<file path="src/hw/rtl/assert_macros.svh">
// Assertion helpers shared by the RTL.
`ifndef ASSERT_MACROS_SVH
`define ASSERT_MACROS_SVH

// expr must hold at every clock edge outside reset
`define ASSERT_ALWAYS(name, clk, rst, expr) \
   name: assert property (@(posedge clk) disable iff (rst) (expr)) \
      else $error("assertion failed: expr");

// cons must follow ante (cons may carry its own cycle delay)
`define ASSERT_IMPLIES(name, clk, rst, ante, cons) \
   name: assert property (@(posedge clk) disable iff (rst) (ante) |-> cons) \
      else $error("assertion failed: ante -> cons");

`endif

</file>
<file path="src/hw/rtl/ltrc_pkg.sv">
package ltrc_pkg;

   localparam int TILE_SIZE_DEF    = 16;
   localparam int MAX_VIEWPORT_DEF = 4096;

   localparam int DIM_W      = 13;
   localparam int CSR_IDX_W  = 3;
   localparam int CSR_DATA_W = 31;

   localparam logic [CSR_IDX_W-1:0] CSR_PROJ_SCALE_X    = 3'd0;
   localparam logic [CSR_IDX_W-1:0] CSR_PROJ_SCALE_Y    = 3'd1;
   localparam logic [CSR_IDX_W-1:0] CSR_NEAR_PLANE      = 3'd2;
   localparam logic [CSR_IDX_W-1:0] CSR_FAR_PLANE       = 3'd3;
   localparam logic [CSR_IDX_W-1:0] CSR_VIEWPORT_WIDTH  = 3'd4;
   localparam logic [CSR_IDX_W-1:0] CSR_VIEWPORT_HEIGHT = 3'd5;

   localparam logic [23:0]      RST_SCALE  = 24'd65536;
   localparam logic [30:0]      RST_NEAR   = 31'd6554;
   localparam logic [30:0]      RST_FAR    = 31'd65536000;
   localparam logic [DIM_W-1:0] RST_WIDTH  = 13'd1920;
   localparam logic [DIM_W-1:0] RST_HEIGHT = 13'd1080;

   // 0.05 in Q16.16
   localparam logic [30:0] RANGE_MIN_Q = 31'd3277;

   // pipelined dividers: quotient bits resolved per stage
   localparam int DIV_STEP     = 4;
   localparam int RATIO_NUM_W  = 55;
   localparam int RATIO_DEN_W  = 31;
   localparam int RATIO_Q_W    = 32;
   localparam int SCREEN_NUM_W = 62;
   localparam int SCREEN_DEN_W = 33;
   localparam int SCREEN_Q_W   = 48;
   localparam int RATIO_LAT    = RATIO_Q_W / DIV_STEP;
   localparam int SCREEN_LAT   = SCREEN_Q_W / DIV_STEP;
   // accept edge to the edge that takes the result
   localparam int LATENCY      = SCREEN_LAT + 6;

   localparam int RX_W  = 44;
   localparam int POS_W = 50;
   localparam logic [SCREEN_Q_W:0] SCREEN_LIM = 49'h0_8000_0000_0000;

   typedef enum logic [1:0] {
      VERDICT_CULLED = 2'd0,
      VERDICT_ALL    = 2'd1,
      VERDICT_RECT   = 2'd2
   } verdict_type;

   typedef struct packed {
      logic [23:0]      scale_x;
      logic [23:0]      scale_y;
      logic [30:0]      near_plane;
      logic [30:0]      far_plane;
      logic [DIM_W-1:0] dim_x;
      logic [DIM_W-1:0] dim_y;
   } cfg_type;

   typedef struct packed {
      logic        valid;
      verdict_type verdict;
      logic        geom;
      logic        neg_x;
      logic        neg_y;
   } side_type;

endpackage

</file>
<file path="src/hw/rtl/ltrc_div.sv">
// Restoring divider, STEP quotient bits per register stage.
// sat flags a quotient that does not fit in Q_W bits.
module ltrc_div #(
   parameter int NUM_W = ltrc_pkg::RATIO_NUM_W,
   parameter int DEN_W = ltrc_pkg::RATIO_DEN_W,
   parameter int Q_W   = ltrc_pkg::RATIO_Q_W,
   parameter int STEP  = ltrc_pkg::DIV_STEP
) (
   input  logic             clock,
   input  logic [NUM_W-1:0] num,
   input  logic [DEN_W-1:0] den,
   output logic [Q_W-1:0]   quo,
   output logic             rem_nz,
   output logic             sat
);

   localparam int STAGES = Q_W / STEP;

   logic [DEN_W-1:0] rem_ff [STAGES];
   logic [DEN_W-1:0] den_ff [STAGES];
   logic [Q_W-1:0]   low_ff [STAGES];
   logic [Q_W-1:0]   quo_ff [STAGES];
   logic             sat_ff [STAGES];

   for (genvar s = 0; s < STAGES; s++) begin : g_stage
      logic [DEN_W-1:0] rem_src, den_src, rem_in;
      logic [Q_W-1:0]   low_src, quo_src, low_in, quo_in;
      logic             sat_src;
      logic [DEN_W:0]   trial;

      if (s == 0) begin : g_first
         assign rem_src = DEN_W'(num[NUM_W-1:Q_W]);
         assign low_src = num[Q_W-1:0];
         assign quo_src = '0;
         assign den_src = den;
         assign sat_src = DEN_W'(num[NUM_W-1:Q_W]) >= den;
      end else begin : g_next
         assign rem_src = rem_ff[s-1];
         assign low_src = low_ff[s-1];
         assign quo_src = quo_ff[s-1];
         assign den_src = den_ff[s-1];
         assign sat_src = sat_ff[s-1];
      end

      always_comb begin
         rem_in = rem_src;
         low_in = low_src;
         quo_in = quo_src;
         trial  = '0;
         for (int i = 0; i < STEP; i++) begin
            trial  = {rem_in, low_in[Q_W-1]};
            low_in = low_in << 1;
            if (trial >= {1'b0, den_src}) begin
               rem_in = DEN_W'(trial - {1'b0, den_src});
               quo_in = {quo_in[Q_W-2:0], 1'b1};
            end else begin
               rem_in = trial[DEN_W-1:0];
               quo_in = {quo_in[Q_W-2:0], 1'b0};
            end
         end
      end

      always_ff @(posedge clock) begin
         rem_ff[s] <= rem_in;
         low_ff[s] <= low_in;
         quo_ff[s] <= quo_in;
         den_ff[s] <= den_src;
         sat_ff[s] <= sat_src;
      end
   end

   assign quo    = quo_ff[STAGES-1];
   assign rem_nz = |rem_ff[STAGES-1];
   assign sat    = sat_ff[STAGES-1];

endmodule

</file>
<file path="config.mk">
export PLATFORM = sky130hd
export DESIGN_NAME = ltrc_div
export DESIGN_NICKNAME = d
export VERILOG_FILES = /design/src/hw/rtl/assert_macros.svh /design/src/hw/rtl/ltrc_pkg.sv /design/src/hw/rtl/ltrc_div.sv
export SDC_FILE = /design/constraint.sdc
export NUM_CORES = 2
export LEC_CHECK = 0
export ABC_AREA = 0
export BUFFER_PORTS_ARGS = -buffer_cell sky130_fd_sc_hd__buf_2
export CORE_MARGIN = 2
export CORE_UTILIZATION = 59
export CTS_CLUSTER_DIAMETER = 120
export DETAILED_ROUTE_END_ITERATION = 10
export HOLD_SLACK_MARGIN = 0.1
export PLACE_DENSITY = 0.87
export SETUP_SLACK_MARGIN = 0.4
export SYNTH_ARGS = -nofsm -noshare
export SYNTH_HDL_FRONTEND = slang
export SYNTH_SLANG_ARGS = --single-unit
</file>
<file path="constraint.sdc">
create_clock -name clock -period 11.07 [get_ports clock]
set_clock_uncertainty 0.15 [all_clocks]
set_input_delay 0 -clock clock [delete_from_list [all_inputs] [get_ports clock]]
set_output_delay 0 -clock clock [all_outputs]
set_load 0.05 [all_outputs]
</file>
==> results of run 1 <==
[through the flow]
step / std cells / TNS (ps) / area [µm²] / worst slack (ps) / hold WS, ps
2_1_floorplan: 9441 / 0 / 76100 / 172 / -122
3_3_place_gp: 13100 / -44860 / 94200 / -555 / -47.0
3_5_place_dp: 13100 / -147500 / 94200 / -914 / -46.4
4_1_cts: 13600 / -895 / 103000 / -38.3 / 102
[layer usage]
layer | overflow | GRT usage
met4 | 1487 | 0.931
met1 | 302 | 0.813
met2 | 4110 | 1.03
met3 | 264 | 0.780
met5 | 23 | 0.622
[what timing repair did]
item                                   in CTS
endpoints found under the hold margin      89
setup endpoints to repair                 256
gates resized for setup                   607
cloned                                     12
hold buffers                              155
buffers inserted                          167
pin swaps                                 239
[logic make-up after synthesis]
logic type | Yosys count
DFF | 729
xor gates and xnor gates | 796
and+or+nand+nor | 2483
buffers and inverters | 808
muxes | 514
AOI/OAI and AO/OA | 3071
adders and majority gates | 1040
==> summary.md, run 1 <==
| Metric | Value |
|---|---|
| Post-synthesis compound-gate area fraction | `0.261` |
| Root Driver | `clkbuf_16` |
| Failing step | `global routing (5_1_grt)` |
| Asr flop ratio synth | `0` |
| Xor/xnor share of the synthesized area | `0.0927` |
| CTS buffer count | `82` |
| Post-Synth Simple-Gate Area | `0.159` |
| Synth Area in Adders | `0.176` |
| Final HPWL DP | `approximately 230000 µm` |
| Chip width | `roughly 360 µm` |
| Post-synthesis mux area share | `0.0757` |
| Synth warn | `0` |
| Synth unique cells | `96` |
| Post-synth top area share | `0.194` |
| Cells after Synth | `between 9000 and 10000` |
| H-tree levels | `3` |
| Synth area leader | `dfxtp_1` |
| Synth top cells by count | `ha_1 (1008), a21oi_1 (921), nand2_1 (758)` |
| Syn Nets | `between 10000 and 15000` |
| Pin count of the biggest net entering global routing | `35` |
| Top cells by area, synth | `dfxtp_1 (19%), ha_1 (17%), mux2_2 (6.5%)` |
| Synth Register Bits | `~730` |
| Global-route wire length before repair | `about 890000 µm` |
| Global route overflow | `between 6000 and 7000` |
| Die Y-Extent | `roughly 360 µm` |
| Rows | `130` |
| All-Layer GR Usage | `0.877` |
| Clock Sinks | `729` |
| Most common cell in the netlist | `ha_1` |
| Clock Tree Buf Depth | `3` |
| Log Error | `[ERROR GRT-0116] Global routing finished with congestion. Check the congestion regions in the DRC Viewer.` |
| Starting Density | `0.596` |
| I/O Pins | `about 120` |
| Largest family of logic cells by synthesized area | `compound AO/OA/AOI/OAI gates` |
| PortBufs | `between 100 and 150` |
| Vias in the first global route | `~130k` |
| Status | `did not finish` |
| Syn Area/Cell | `between 7 and 8 µm²` |
| Syn Std Cell Area | `75200 µm²` |
| Final Wtd Congestion | `1.11` |
| EDFF count, synth | `0` |
| Top_reg_cell synth | `dfxtp_1` |
| Sequential fraction of the synthesis area | `0.194` |
==> run 2: changes to the inputs <==
Settings changed: CORE_UTILIZATION 59 to 40, CTS_CLUSTER_DIAMETER 120 to unset, HOLD_SLACK_MARGIN 0.1 to unset, PLACE_DENSITY 0.87 to unset, PLACE_DENSITY_LB_ADDON set to 0.15, SETUP_SLACK_MARGIN 0.4 to unset.
Clock period 11.07 ns to 14.4 ns, I/O delays scaled along.
==> run 2 against run 1 <==
  * The flow now finishes without violations
  * Area after synthesis is the same
  * Synthesized cell count is the same
==> summary.md, run 2 <==
| Metric | Value |
|---|---|
| Status | `completed` |
| Ratio of cells with drive above 1 in the final layout | `0.103` |
| Global-route wire length before repair | `roughly 400000 µm` |
| Asr flop ratio synth | `0` |
| Clock Sinks | `between 700 and 800` |
| RSZ-0062 raised after global routing | `no` |
| Synth top cells by count | `ha_1 (1008), a21oi_1 (921), nand2_1 (758)` |
| Antenna-violating nets left | `0` |
| Post-Synth Simple-Gate Area | `0.159` |
| Cells after Synth | `9441` |
| Largest regs | `rem_ff (248), den_ff (217), quo_ff (144)` |
| Top cells by area, synth | `dfxtp_1 (19%), ha_1 (17%), mux2_2 (6.5%)` |
| Sequential fraction of the synthesis area | `0.194` |
| Post-synthesis compound-gate area fraction | `0.261` |
| Clock Tree Buf Depth | `3` |
| Final #Nets | `approximately 11000` |
| Routed vias | `between 70000 and 80000` |
| Synth Area in Adders | `0.176` |
| Crit Path Class | `reg2reg` |
| Syn Std Cell Area | `75200 µm²` |
| Largest family of logic cells by synthesized area | `compound AO/OA/AOI/OAI gates` |
| Clk slew on worst S/H paths | `roughly 60 ps` |
| Pin count of the biggest net entering global routing | `44` |
| Max Cap Viol | `0` |
| Global route overflow | `0` |
| Total wire length | `between 200000 and 300000 µm` |
| Post-synth top area share | `0.194` |
| Synth Register Bits | `approximately 730` |
| Worst-Skew Late Latency | `between 700 and 800 ps` |
| Syn Area/Cell | `about 8.0 µm²` |
| Hold wc startpoint | `num[45]` |
| EDFF count, synth | `0` |
| Number of remaining DRC errors | `0` |
| Top_reg_cell synth | `dfxtp_1` |
| I/O Pins | `121` |
| Die area | `191000 µm²` |
| Cell family with most CP delay | `compound AO/OA/AOI/OAI gates` |
| Post-synthesis mux area share | `0.0757` |
| Die Y-Extent | `around 440 µm` |
| H-tree levels | `3` |
| All-Layer GR Usage | `0.258` |
| Final Hold Viols | `0` |
| Min-Delay Endpoint | `rem_ff[0][17]` |
| Critical Path Fanout Max | `32` |
| Worst-margin pin slew | `1160 ps` |
| Final setup fails | `0` |
| Final Wtd Congestion | `about 0.95` |
| Crit path capture type | `register` |
| Vias/cell | `between 5 and 6` |
| Synth area leader | `dfxtp_1` |
| Max incr delay on CP | `slightly above 500 ps` |
| Max-slew headroom at the worst pin | `0.228` |
| Worst Path Required | `around 15000 ps` |
| Final HPWL DP | `211000 µm` |
| Detailed router's first-iteration violation count | `approximately 5000` |
| Syn Nets | `10600` |
| Xor/xnor share of the synthesized area | `0.0927` |
| Commonest non-fill, non-tap cell in the layout | `ha_1` |
| Avg WL per Cell | `20.7 µm` |
| Most frequent cells in the layout | `ha_1 (1008), a21oi_1 (919), nand2_1 (758)` |
| Synth unique cells | `between 90 and 100` |
| Area delta synth->final | `12.1%` |
| CTS buffer count | `90` |
| Synth warn | `0` |
| Vias in the first global route | `about 69000` |
| Slowest cell on the critical path | `or4_1` |
| Reg2Reg Depth | `48` |
| Reg with most FFs | `rem_ff` |
| Arr. time, crit path | `~14000 ps` |
| Starting Density | `0.402` |
| Slew Viols, Final | `0` |
| FMAX | `0.0739 GHz` |
| Core Area | `~190000 µm²` |
| Setup tns final | `0 ps` |
| Tmin final | `between 10000 and 15000 ps` |
| Chip width | `approximately 440 µm` |
| Hold depth | `7` |
| FF-to-FF setup slack | `between 800 and 900 ps` |
| Drt pass-1 iters | `6` |
| Reg-to-Reg End | `rem_ff[0][56]` |
| Rows | `~160` |
| Startpoint class of the critical path | `register` |
| Worst min-delay path category | `in2reg` |
| Most common cell in the netlist | `ha_1` |
| Number of flip-flops in the largest register | `between 200 and 250` |
| Initial antenna violation count | `8` |
| PortBufs | `120` |
| Worst R2R Start | `den_ff[0][0]` |
| Ratio of final minimum period to clock period | `0.940` |
| Fill cells | `18700` |
| Worst Path Buf+Inv | `7` |
| Root Driver | `clkbuf_16` |
| CTS tree | `done` |
## run 2: tightest hold or removal path, delay by kind of cell
family | cells | cell delay [ps]
AND/OR/NAND/NOR | 2 | 90
AO/OA/AOI/OAI | 2 | 330
multiplexers | 2 | 380
buffers and inverters | 1 | 110
## run 2: cell type report
cell class / count / area (µm²) / share of cell area
timing repair buffer: 443 / 3500 / 0.0415
inverter: 611 / 2300 / 0.0273
tap: 2495 / 3120 / 0.0370
clock inverter: 51 / 618 / 0.00733
antenna: 4 / 10.0 / 0.000119
clock buffer: 113 / 2510 / 0.0298
multi-input combinational: 7905 / 57700 / 0.684
sequential: 729 / 14600 / 0.173
## run 2: how the worst max path moves through the flow
stage,startpoint,depth (start not counted),end
global route,den_ff[2][0],52,rem_ff[0][106]
CTS,den_ff[0][1],48,rem_ff[0][56]
global placement,den_ff[0][1],48,rem_ff[0][56]
detailed placement,den_ff[0][1],48,rem_ff[0][56]
finish,den_ff[0][0],48,rem_ff[0][56]
floorplan,den_ff[4][10],55,rem_ff[1][34]
## run 2: kinds of logic after synthesis
group / count (synthesis)
adder cells (fa/ha/maj): 1040
multiplexers: 514
XOR/XNOR: 796
AND/OR/NAND/NOR: 2483
buffers and inverters: 808
flip-flops: 729
AO/OA/AOI/OAI: 3071
## run 2: repair_timing
action | 4_1_cts | 5_1_grt
gates resized for setup | 1 | 12
setup endpoints to repair | 22 | 64
endpoints found under the hold margin | 91 | 0
hold buffers | 148 | 0
pin swaps | 0 | 2
setup buffers | 0 | 7
gates cloned | 0 | 1
## run 2: layer usage
layer  wire (µm)  up-vias  global-route usage
met5           0        -                   0
met4       11800        0               0.108
met3       10700      459              0.0249
met2      122000     1843               0.451
met1      111000    33400               0.322
li1            -    35400                   -
## run 2: per-stage QoR
stage	std cells	hold slack (ps)	util	area [µm²]	worst slack (ps)
after global placement	12000	-46.5	0.425	79600	25.6
after global routing	12300	85.0	0.450	84300	5.16
after floorplan	9441	-122	-	75200	2270
final	12400	38.9	0.450	84300	868
after detailed placement	12000	-45.9	0.425	79600	58.2
after CTS	12300	9.43	0.450	84200	213
Power of run 2 is left out: the tool's default activity adds up to more than one toggle a clock period on the data nets, which glitch-free logic cannot reach.
