File: src/hw/rtl/assert_macros.svh
// Assertion helpers shared by the RTL.
`ifndef ASSERT_MACROS_SVH
`define ASSERT_MACROS_SVH

// expr must hold at every clock edge outside reset
`define ASSERT_ALWAYS(name, clk, rst, expr) \
   name: assert property (@(posedge clk) disable iff (rst) (expr)) \
      else $error("assertion failed: expr");

// cons must follow ante (cons may carry its own cycle delay)
`define ASSERT_IMPLIES(name, clk, rst, ante, cons) \
   name: assert property (@(posedge clk) disable iff (rst) (ante) |-> cons) \
      else $error("assertion failed: ante -> cons");

`endif

File: src/hw/rtl/ltrc_pkg.sv
package ltrc_pkg;

   localparam int TILE_SIZE_DEF    = 16;
   localparam int MAX_VIEWPORT_DEF = 4096;

   localparam int DIM_W      = 13;
   localparam int CSR_IDX_W  = 3;
   localparam int CSR_DATA_W = 31;

   localparam logic [CSR_IDX_W-1:0] CSR_PROJ_SCALE_X    = 3'd0;
   localparam logic [CSR_IDX_W-1:0] CSR_PROJ_SCALE_Y    = 3'd1;
   localparam logic [CSR_IDX_W-1:0] CSR_NEAR_PLANE      = 3'd2;
   localparam logic [CSR_IDX_W-1:0] CSR_FAR_PLANE       = 3'd3;
   localparam logic [CSR_IDX_W-1:0] CSR_VIEWPORT_WIDTH  = 3'd4;
   localparam logic [CSR_IDX_W-1:0] CSR_VIEWPORT_HEIGHT = 3'd5;

   localparam logic [23:0]      RST_SCALE  = 24'd65536;
   localparam logic [30:0]      RST_NEAR   = 31'd6554;
   localparam logic [30:0]      RST_FAR    = 31'd65536000;
   localparam logic [DIM_W-1:0] RST_WIDTH  = 13'd1920;
   localparam logic [DIM_W-1:0] RST_HEIGHT = 13'd1080;

   // 0.05 in Q16.16
   localparam logic [30:0] RANGE_MIN_Q = 31'd3277;

   // pipelined dividers: quotient bits resolved per stage
   localparam int DIV_STEP     = 4;
   localparam int RATIO_NUM_W  = 55;
   localparam int RATIO_DEN_W  = 31;
   localparam int RATIO_Q_W    = 32;
   localparam int SCREEN_NUM_W = 62;
   localparam int SCREEN_DEN_W = 33;
   localparam int SCREEN_Q_W   = 48;
   localparam int RATIO_LAT    = RATIO_Q_W / DIV_STEP;
   localparam int SCREEN_LAT   = SCREEN_Q_W / DIV_STEP;
   // accept edge to the edge that takes the result
   localparam int LATENCY      = SCREEN_LAT + 6;

   localparam int RX_W  = 44;
   localparam int POS_W = 50;
   localparam logic [SCREEN_Q_W:0] SCREEN_LIM = 49'h0_8000_0000_0000;

   typedef enum logic [1:0] {
      VERDICT_CULLED = 2'd0,
      VERDICT_ALL    = 2'd1,
      VERDICT_RECT   = 2'd2
   } verdict_type;

   typedef struct packed {
      logic [23:0]      scale_x;
      logic [23:0]      scale_y;
      logic [30:0]      near_plane;
      logic [30:0]      far_plane;
      logic [DIM_W-1:0] dim_x;
      logic [DIM_W-1:0] dim_y;
   } cfg_type;

   typedef struct packed {
      logic        valid;
      verdict_type verdict;
      logic        geom;
      logic        neg_x;
      logic        neg_y;
   } side_type;

endpackage

File: src/hw/rtl/ltrc_back.sv
module ltrc_back #(
   parameter int TILE_SIZE = ltrc_pkg::TILE_SIZE_DEF
) (
   input  logic                                 clock,
   input  logic                                 reset,
   input  ltrc_pkg::side_type                   side,
   input  logic [ltrc_pkg::DIM_W-1:0]           dim_x,
   input  logic [ltrc_pkg::DIM_W-1:0]           dim_y,
   input  logic [ltrc_pkg::RATIO_Q_W-1:0]       ratio_x,
   input  logic                                 ratio_x_sat,
   input  logic [ltrc_pkg::RATIO_Q_W-1:0]       ratio_y,
   input  logic                                 ratio_y_sat,
   input  logic [ltrc_pkg::SCREEN_Q_W-1:0]      scr_x,
   input  logic                                 scr_x_rem,
   input  logic                                 scr_x_sat,
   input  logic [ltrc_pkg::SCREEN_Q_W-1:0]      scr_y,
   input  logic                                 scr_y_rem,
   input  logic                                 scr_y_sat,
   output logic                                 strobe,
   output ltrc_pkg::verdict_type                verdict,
   output logic [7:0]                           tile_min_x,
   output logic [7:0]                           tile_max_x,
   output logic [7:0]                           tile_min_y,
   output logic [7:0]                           tile_max_y
);

   localparam int RX_DLY = ltrc_pkg::SCREEN_LAT - ltrc_pkg::RATIO_LAT;
   localparam int QW     = ltrc_pkg::SCREEN_Q_W;
   localparam int PW     = ltrc_pkg::POS_W;
   // floor(x / TILE_SIZE) as (x * RECIP) >> SHIFT, exact for x < 2**IDX_N
   localparam int IDX_N  = $clog2((2 ** ltrc_pkg::DIM_W) + TILE_SIZE);
   localparam int SHIFT  = IDX_N + $clog2(TILE_SIZE);
   localparam int MUL_W  = IDX_N + SHIFT + 1;
   localparam logic [MUL_W-1:0] RECIP = MUL_W'(((2 ** SHIFT) + TILE_SIZE - 1) / TILE_SIZE);

   ltrc_pkg::side_type side_ff [ltrc_pkg::SCREEN_LAT];
   logic [ltrc_pkg::RX_W-1:0] rx_ff [RX_DLY];
   logic [ltrc_pkg::RX_W-1:0] ry_ff [RX_DLY];

   ltrc_pkg::side_type side4_ff, side5_ff, side5_in;
   logic [PW-1:0] sx4_ff, sy4_ff, sx4_in, sy4_in;
   logic [ltrc_pkg::RX_W-1:0] rx4_ff, ry4_ff;
   logic [PW-1:0] minx5_ff, maxx5_ff, miny5_ff, maxy5_ff;
   logic [PW-1:0] minx5_in, maxx5_in, miny5_in, maxy5_in;

   logic        strobe_ff;
   ltrc_pkg::verdict_type verdict_ff;
   logic [7:0]  tminx_ff, tmaxx_ff, tminy_ff, tmaxy_ff;

   logic [ltrc_pkg::RATIO_Q_W-1:0] rat_x, rat_y;
   logic [QW:0] qx, qy;
   logic        offview;

   function automatic logic [PW-1:0] screen_fix(input logic [QW-1:0] q, input logic rem,
                                                input logic sat, input logic neg);
      logic [QW:0] full;
      full = {1'b0, q} + (QW+1)'(neg & rem);
      if (sat || (full > ltrc_pkg::SCREEN_LIM)) begin
         full = ltrc_pkg::SCREEN_LIM;
      end
      return neg ? (PW'(0) - PW'(full)) : PW'(full);
   endfunction

   function automatic logic [7:0] tile_idx(input logic [PW-1:0] px,
                                           input logic [ltrc_pkg::DIM_W-1:0] dim);
      logic [PW-17:0]            whole;
      logic [ltrc_pkg::DIM_W-1:0] pix;
      logic [IDX_N-1:0]          t, cnt, res;
      logic [MUL_W-1:0]          prod_t, prod_c;
      whole  = px[PW-1:16];
      pix    = (whole > (PW-16)'(dim)) ? dim : whole[ltrc_pkg::DIM_W-1:0];
      prod_t = MUL_W'(pix) * RECIP;
      prod_c = (MUL_W'(dim) + MUL_W'(TILE_SIZE - 1)) * RECIP;
      t      = IDX_N'(prod_t >> SHIFT);
      cnt    = IDX_N'(prod_c >> SHIFT);
      if (cnt == '0) begin
         cnt = IDX_N'(1);
      end
      res = (t > cnt - IDX_N'(1)) ? cnt - IDX_N'(1) : t;
      if (px[PW-1]) begin
         res = '0;
      end
      return res[7:0];
   endfunction

   // side data rides along the divider latency
   always_ff @(posedge clock) begin
      if (reset) begin
         for (int i = 0; i < ltrc_pkg::SCREEN_LAT; i++) begin
            side_ff[i] <= '0;
         end
      end else begin
         side_ff[0] <= side;
         for (int i = 1; i < ltrc_pkg::SCREEN_LAT; i++) begin
            side_ff[i] <= side_ff[i-1];
         end
      end
   end

   // pixel radius, then delayed to meet the screen quotient
   assign rat_x = ratio_x_sat ? '1 : ratio_x;
   assign rat_y = ratio_y_sat ? '1 : ratio_y;

   always_ff @(posedge clock) begin
      rx_ff[0] <= ltrc_pkg::RX_W'((45'(rat_x) * 45'(dim_x)) >> 1);
      ry_ff[0] <= ltrc_pkg::RX_W'((45'(rat_y) * 45'(dim_y)) >> 1);
      for (int i = 1; i < RX_DLY; i++) begin
         rx_ff[i] <= rx_ff[i-1];
         ry_ff[i] <= ry_ff[i-1];
      end
   end

   assign sx4_in = screen_fix(scr_x, scr_x_rem, scr_x_sat, side_ff[ltrc_pkg::SCREEN_LAT-1].neg_x);
   assign sy4_in = screen_fix(scr_y, scr_y_rem, scr_y_sat, side_ff[ltrc_pkg::SCREEN_LAT-1].neg_y);
   assign qx = '0;
   assign qy = '0;

   always_comb begin
      minx5_in = sx4_ff - PW'(rx4_ff);
      maxx5_in = sx4_ff + PW'(rx4_ff);
      miny5_in = sy4_ff - PW'(ry4_ff);
      maxy5_in = sy4_ff + PW'(ry4_ff);
      offview  = maxx5_in[PW-1] || maxy5_in[PW-1] ||
                 ($signed(minx5_in) > $signed(PW'({dim_x, 16'd0}))) ||
                 ($signed(miny5_in) > $signed(PW'({dim_y, 16'd0}))) ||
                 (qx != qy);
      side5_in = side4_ff;
      if (side4_ff.geom) begin
         side5_in.verdict = offview ? ltrc_pkg::VERDICT_CULLED : ltrc_pkg::VERDICT_RECT;
      end
   end

   always_ff @(posedge clock) begin
      if (reset) begin
         side4_ff  <= '0;
         side5_ff  <= '0;
         strobe_ff <= 1'b0;
      end else begin
         side4_ff  <= side_ff[ltrc_pkg::SCREEN_LAT-1];
         side5_ff  <= side5_in;
         strobe_ff <= side5_ff.valid;
      end
      sx4_ff   <= sx4_in;
      sy4_ff   <= sy4_in;
      rx4_ff   <= rx_ff[RX_DLY-1];
      ry4_ff   <= ry_ff[RX_DLY-1];
      minx5_ff <= minx5_in;
      maxx5_ff <= maxx5_in;
      miny5_ff <= miny5_in;
      maxy5_ff <= maxy5_in;
      verdict_ff <= side5_ff.verdict;
      if (side5_ff.verdict == ltrc_pkg::VERDICT_RECT) begin
         tminx_ff <= tile_idx(minx5_ff, dim_x);
         tmaxx_ff <= tile_idx(maxx5_ff, dim_x);
         tminy_ff <= tile_idx(miny5_ff, dim_y);
         tmaxy_ff <= tile_idx(maxy5_ff, dim_y);
      end else begin
         tminx_ff <= '0;
         tmaxx_ff <= '0;
         tminy_ff <= '0;
         tmaxy_ff <= '0;
      end
   end

   assign strobe     = strobe_ff;
   assign verdict    = verdict_ff;
   assign tile_min_x = tminx_ff;
   assign tile_max_x = tmaxx_ff;
   assign tile_min_y = tminy_ff;
   assign tile_max_y = tmaxy_ff;

endmodule

File: config.mk
export PLATFORM = sky130hd
export DESIGN_NAME = ltrc_back
export DESIGN_NICKNAME = d
export VERILOG_FILES = /design/src/hw/rtl/assert_macros.svh /design/src/hw/rtl/ltrc_pkg.sv /design/src/hw/rtl/ltrc_back.sv
export SDC_FILE = /design/constraint.sdc
export NUM_CORES = 2
export LEC_CHECK = 0
export ABC_CLOCK_PERIOD_IN_PS = 8300
export BUFFER_PORTS_ARGS = -buffer_cell sky130_fd_sc_hd__buf_2
export CORE_MARGIN = 1.5
export CORE_UTILIZATION = 60
export CTS_BUF_LIST = sky130_fd_sc_hd__clkbuf_8
export DETAILED_ROUTE_END_ITERATION = 7
export PLACE_DENSITY = 0.83
export SYNTH_ARGS = -nofsm -noshare
export SYNTH_HDL_FRONTEND = slang
export SYNTH_SLANG_ARGS = --single-unit
File: constraint.sdc
create_clock -name clock -period 8.3 [get_ports clock]
set_input_delay 0.83 -clock clock [delete_from_list [all_inputs] [get_ports clock]]
set_output_delay 0.83 -clock clock [all_outputs]
set_load 0.05 [all_outputs]
==> results.md <==
- Pin count of the biggest net entering global routing: 81
- Cell area power density: approximately 500 nW/um^2
- Remaining Overflow, GRT: 0
- Worst vdd ir: 0.7087 mV
- Leakage: approximately 0.032 uW
- Tightest Pin Transition: 1.088 ns
- Yosys warns: 0
- I/O Pins: between 200 and 250
- Asr flop ratio synth: 0%
- Clk root buf: clkbuf_8
- Cell variety after synth: 89
- Fin crit share: approximately nine tenths
- Simple-gate share of the synthesized area: between 10% and 20%
- Final Hold Vio Count: 0
- Metal2 WL: around 78 mm
- Required time of the worst setup path: 8.96 ns
- Vias in the first global route: between 50000 and 60000
- Final min period: around 7.6 ns
- Post-synth EDFFs: 0
- Routed wire length per instance: between 15 and 20 um
- Syn Area/Cell: between 8 and 9 sq um
- H-tree levels: 3
- Pins over their slew limit: 0
- Routed Antenna Nets: 0
- Post-CTS Repair Setup Buffers: 0
- Finished Cell Area: about 67000 sq um
- Routed WL: about 170 mm
- XOR/XNOR share of the synthesized area: between 5 and 6%
- Core ar.: about 100000 sq um
- WL met1: 71.22 mm
- Port bufs: roughly 230
- Hold Buf Count CTS: 0
- Number of synthesized register bits: between 700 and 800
- Initial core utilization: ~60%
- Mux contribution to synthesized area: under 10%
- Unrepaired setup endpoints after global routing: no
- Final setup violation count: 0
- Initial DRC count: about 4700
- Hold Slack: just over 0.3 ns
- Worst Path Max Fanout: 31
- Synth Cell Area: ~62000 sq um
- Tot GR Track Use: ~33%
- Syn nets: about 8400
- Clk Latency, worst-skew pair: 0.77 ns
- Post-DP HPWL: ~140 mm
- Area Overhead vs Synth: 7.839%
- Initial antenna violation count: 15
- Status: complete, no violations
- DRT Pass-1 Iters: 6
- Post-synthesis sequential area ratio: approximately 26%
- Clk buf depth: 3
- Share of layout cells above drive strength 1: under 10%
- Slowest-stage cell, CP: a2111oi_0
- Synthesized instance count: ~7100
- Number of nets at the end of the flow: between 8000 and 9000
- Largest family of logic cells by synthesized area: adder cells
- Worst setup SP type: input pin
- Max Used Layer: met5
- Cell family with most CP delay: compound AO/OA/AOI/OAI gates
- First-pass GRT wire length: ~270 mm
- Routed vias: about 50000
- CP Class: in2reg
- Chip height: approximately 320 um
- Buf/Inv on CP: 6
- Worst Hold Class: reg2reg
- Routed vias/inst: slightly below 6
- CTS buffer count: between 100 and 150
- Area of placed instances: 64080 sq um
- Num rows: roughly 120
- Post-Synth Adder-Cell Area: approximately 31%
- FMAX: around 130 MHz
- Worst-path clk slew: around 0.07 ns
- Setup tns final: 0 ns
- Synth Area in Compound Gates: 10.64%
- Primary FF master, synth: dfxtp_1
- Max_slew headroom: 27.46%
- Max-cap viol count: 0
- Die Width: 323.9 um
- WL met3: 14.86 mm
- CP max stage delay: 0.72 ns
- Setup Skew: ~0.054 ns
- CTS sink cnt: roughly 800
- Critical Path End Type: flip-flop
- Worst Path Arrival: 8.28 ns
- Tot Pwr: roughly 33000 uW
- CTS tree: yes
- Critical path's most frequent cell: fa_1
- Die area: 104900 sq um
- # resized after CTS: 0
- Residual DRC: 0
- GPL Wtd Cong: around 0.98
metrics by stage:
step	utilization, %	std cells	setup slack [ns]
CTS	65.37	8636	0.8419
finish	65.38	8642	0.6713
global placement	62.89	8437	0.2464
global route	65.38	8641	0.2695
detailed placement	62.89	8437	0.07773
floorplan	-	7066	0.9650
cells in the mapped netlist, types with 109 or more instances:
| library cell | n | area, sq um |
|---|---|---|
| xnor2_1 | 261 | 2286 |
| nand2_1 | 722 | 2710 |
| nand3_1 | 126 | 630.6 |
| a21o_1 | 109 | 818.3 |
| nor2_1 | 717 | 2691 |
| clkbuf_1 | 284 | 1066 |
| dfxtp_1 | 790 | 15820 |
| inv_1 | 1022 | 3836 |
| xor2_1 | 115 | 1007 |
| fa_1 | 662 | 13250 |
| ha_1 | 478 | 5981 |
| o21ai_0 | 185 | 925.9 |
| a21oi_1 | 287 | 1436 |
| nor2b_1 | 125 | 782.0 |
where the power goes:
part	switching, uW	internal (uW)	leakage, uW	total, uW
registers	653	5600	0.00660	6250
clock network	1500	1890	0.00138	3390
logic	13700	9240	0.0242	22900
state kept, by name, indices dropped and copies added (netlist names), 34 cells and up:
register  count
rx_ff       176
ry_ff       176
side_ff      72
sx4_ff       50
sy4_ff       50
rx4_ff       44
ry4_ff       44
maxx5_ff     34
maxy5_ff     34
minx5_ff     34
miny5_ff     34
kinds of logic after synthesis:
group           count (synthesis)
buf+inv                      1346
fa+ha+maj                    1140
flops                         790
xor+xnor                      377
compound gates               1008
simple gates                 2329
mux                            76
layer usage:
| metal | vias to the layer above | global-route usage [%] |
|---|---|---|
| met3 | 510 | 5.182 |
| li1 | 22990 | - |
| met1 | 24160 | 44.47 |
| met2 | 2522 | 52.29 |
| met5 | - | 0 |
| met4 | 2 | 14.48 |
cell type report:
cell class	instances	area, sq um
Multi-Input combinational cell	4930	40890
Antenna cell	6	15.01
Clock buffer	128	1762
Timing Repair Buffer	315	1779
Inverter	1034	3881
Tap cell	1368	1712
Clock inverter	71	759.5
Fill cell	8308	35270
Sequential cell	790	15820
cells in the final DEF, fill, tap and decap left out, drive strengths merged, types with 78 or more instances in the layout:
cell type  count
dfxtp        790
and2          78
ha           478
buf          315
fa           662
nor2         717
a21oi        288
nand4         91
clkbuf       128
nor3          93
nand3        128
xor2         115
a21o         109
nand2        724
xnor2        262
o21ai        193
or2           90
inv         1053
nor2b        125
path summary, 6_finish.rpt:
kind                                  to                 start  cells after the start  slack, ns
hold / removal      rx_ff[1][22]$_DFF_P_  rx_ff[0][22]$_DFF_P_                      0       0.31
hold reg to reg     rx_ff[1][22]$_DFF_P_  rx_ff[0][22]$_DFF_P_                      0       0.31
setup reg to reg  side5_ff[4]$_SDFF_PP0_     sy4_ff[0]$_DFF_P_                     24       0.73
setup / recovery    rx_ff[0][43]$_DFF_P_           ratio_x_sat                     26       0.67
Note: power is estimated with default switching activity, not from simulation.
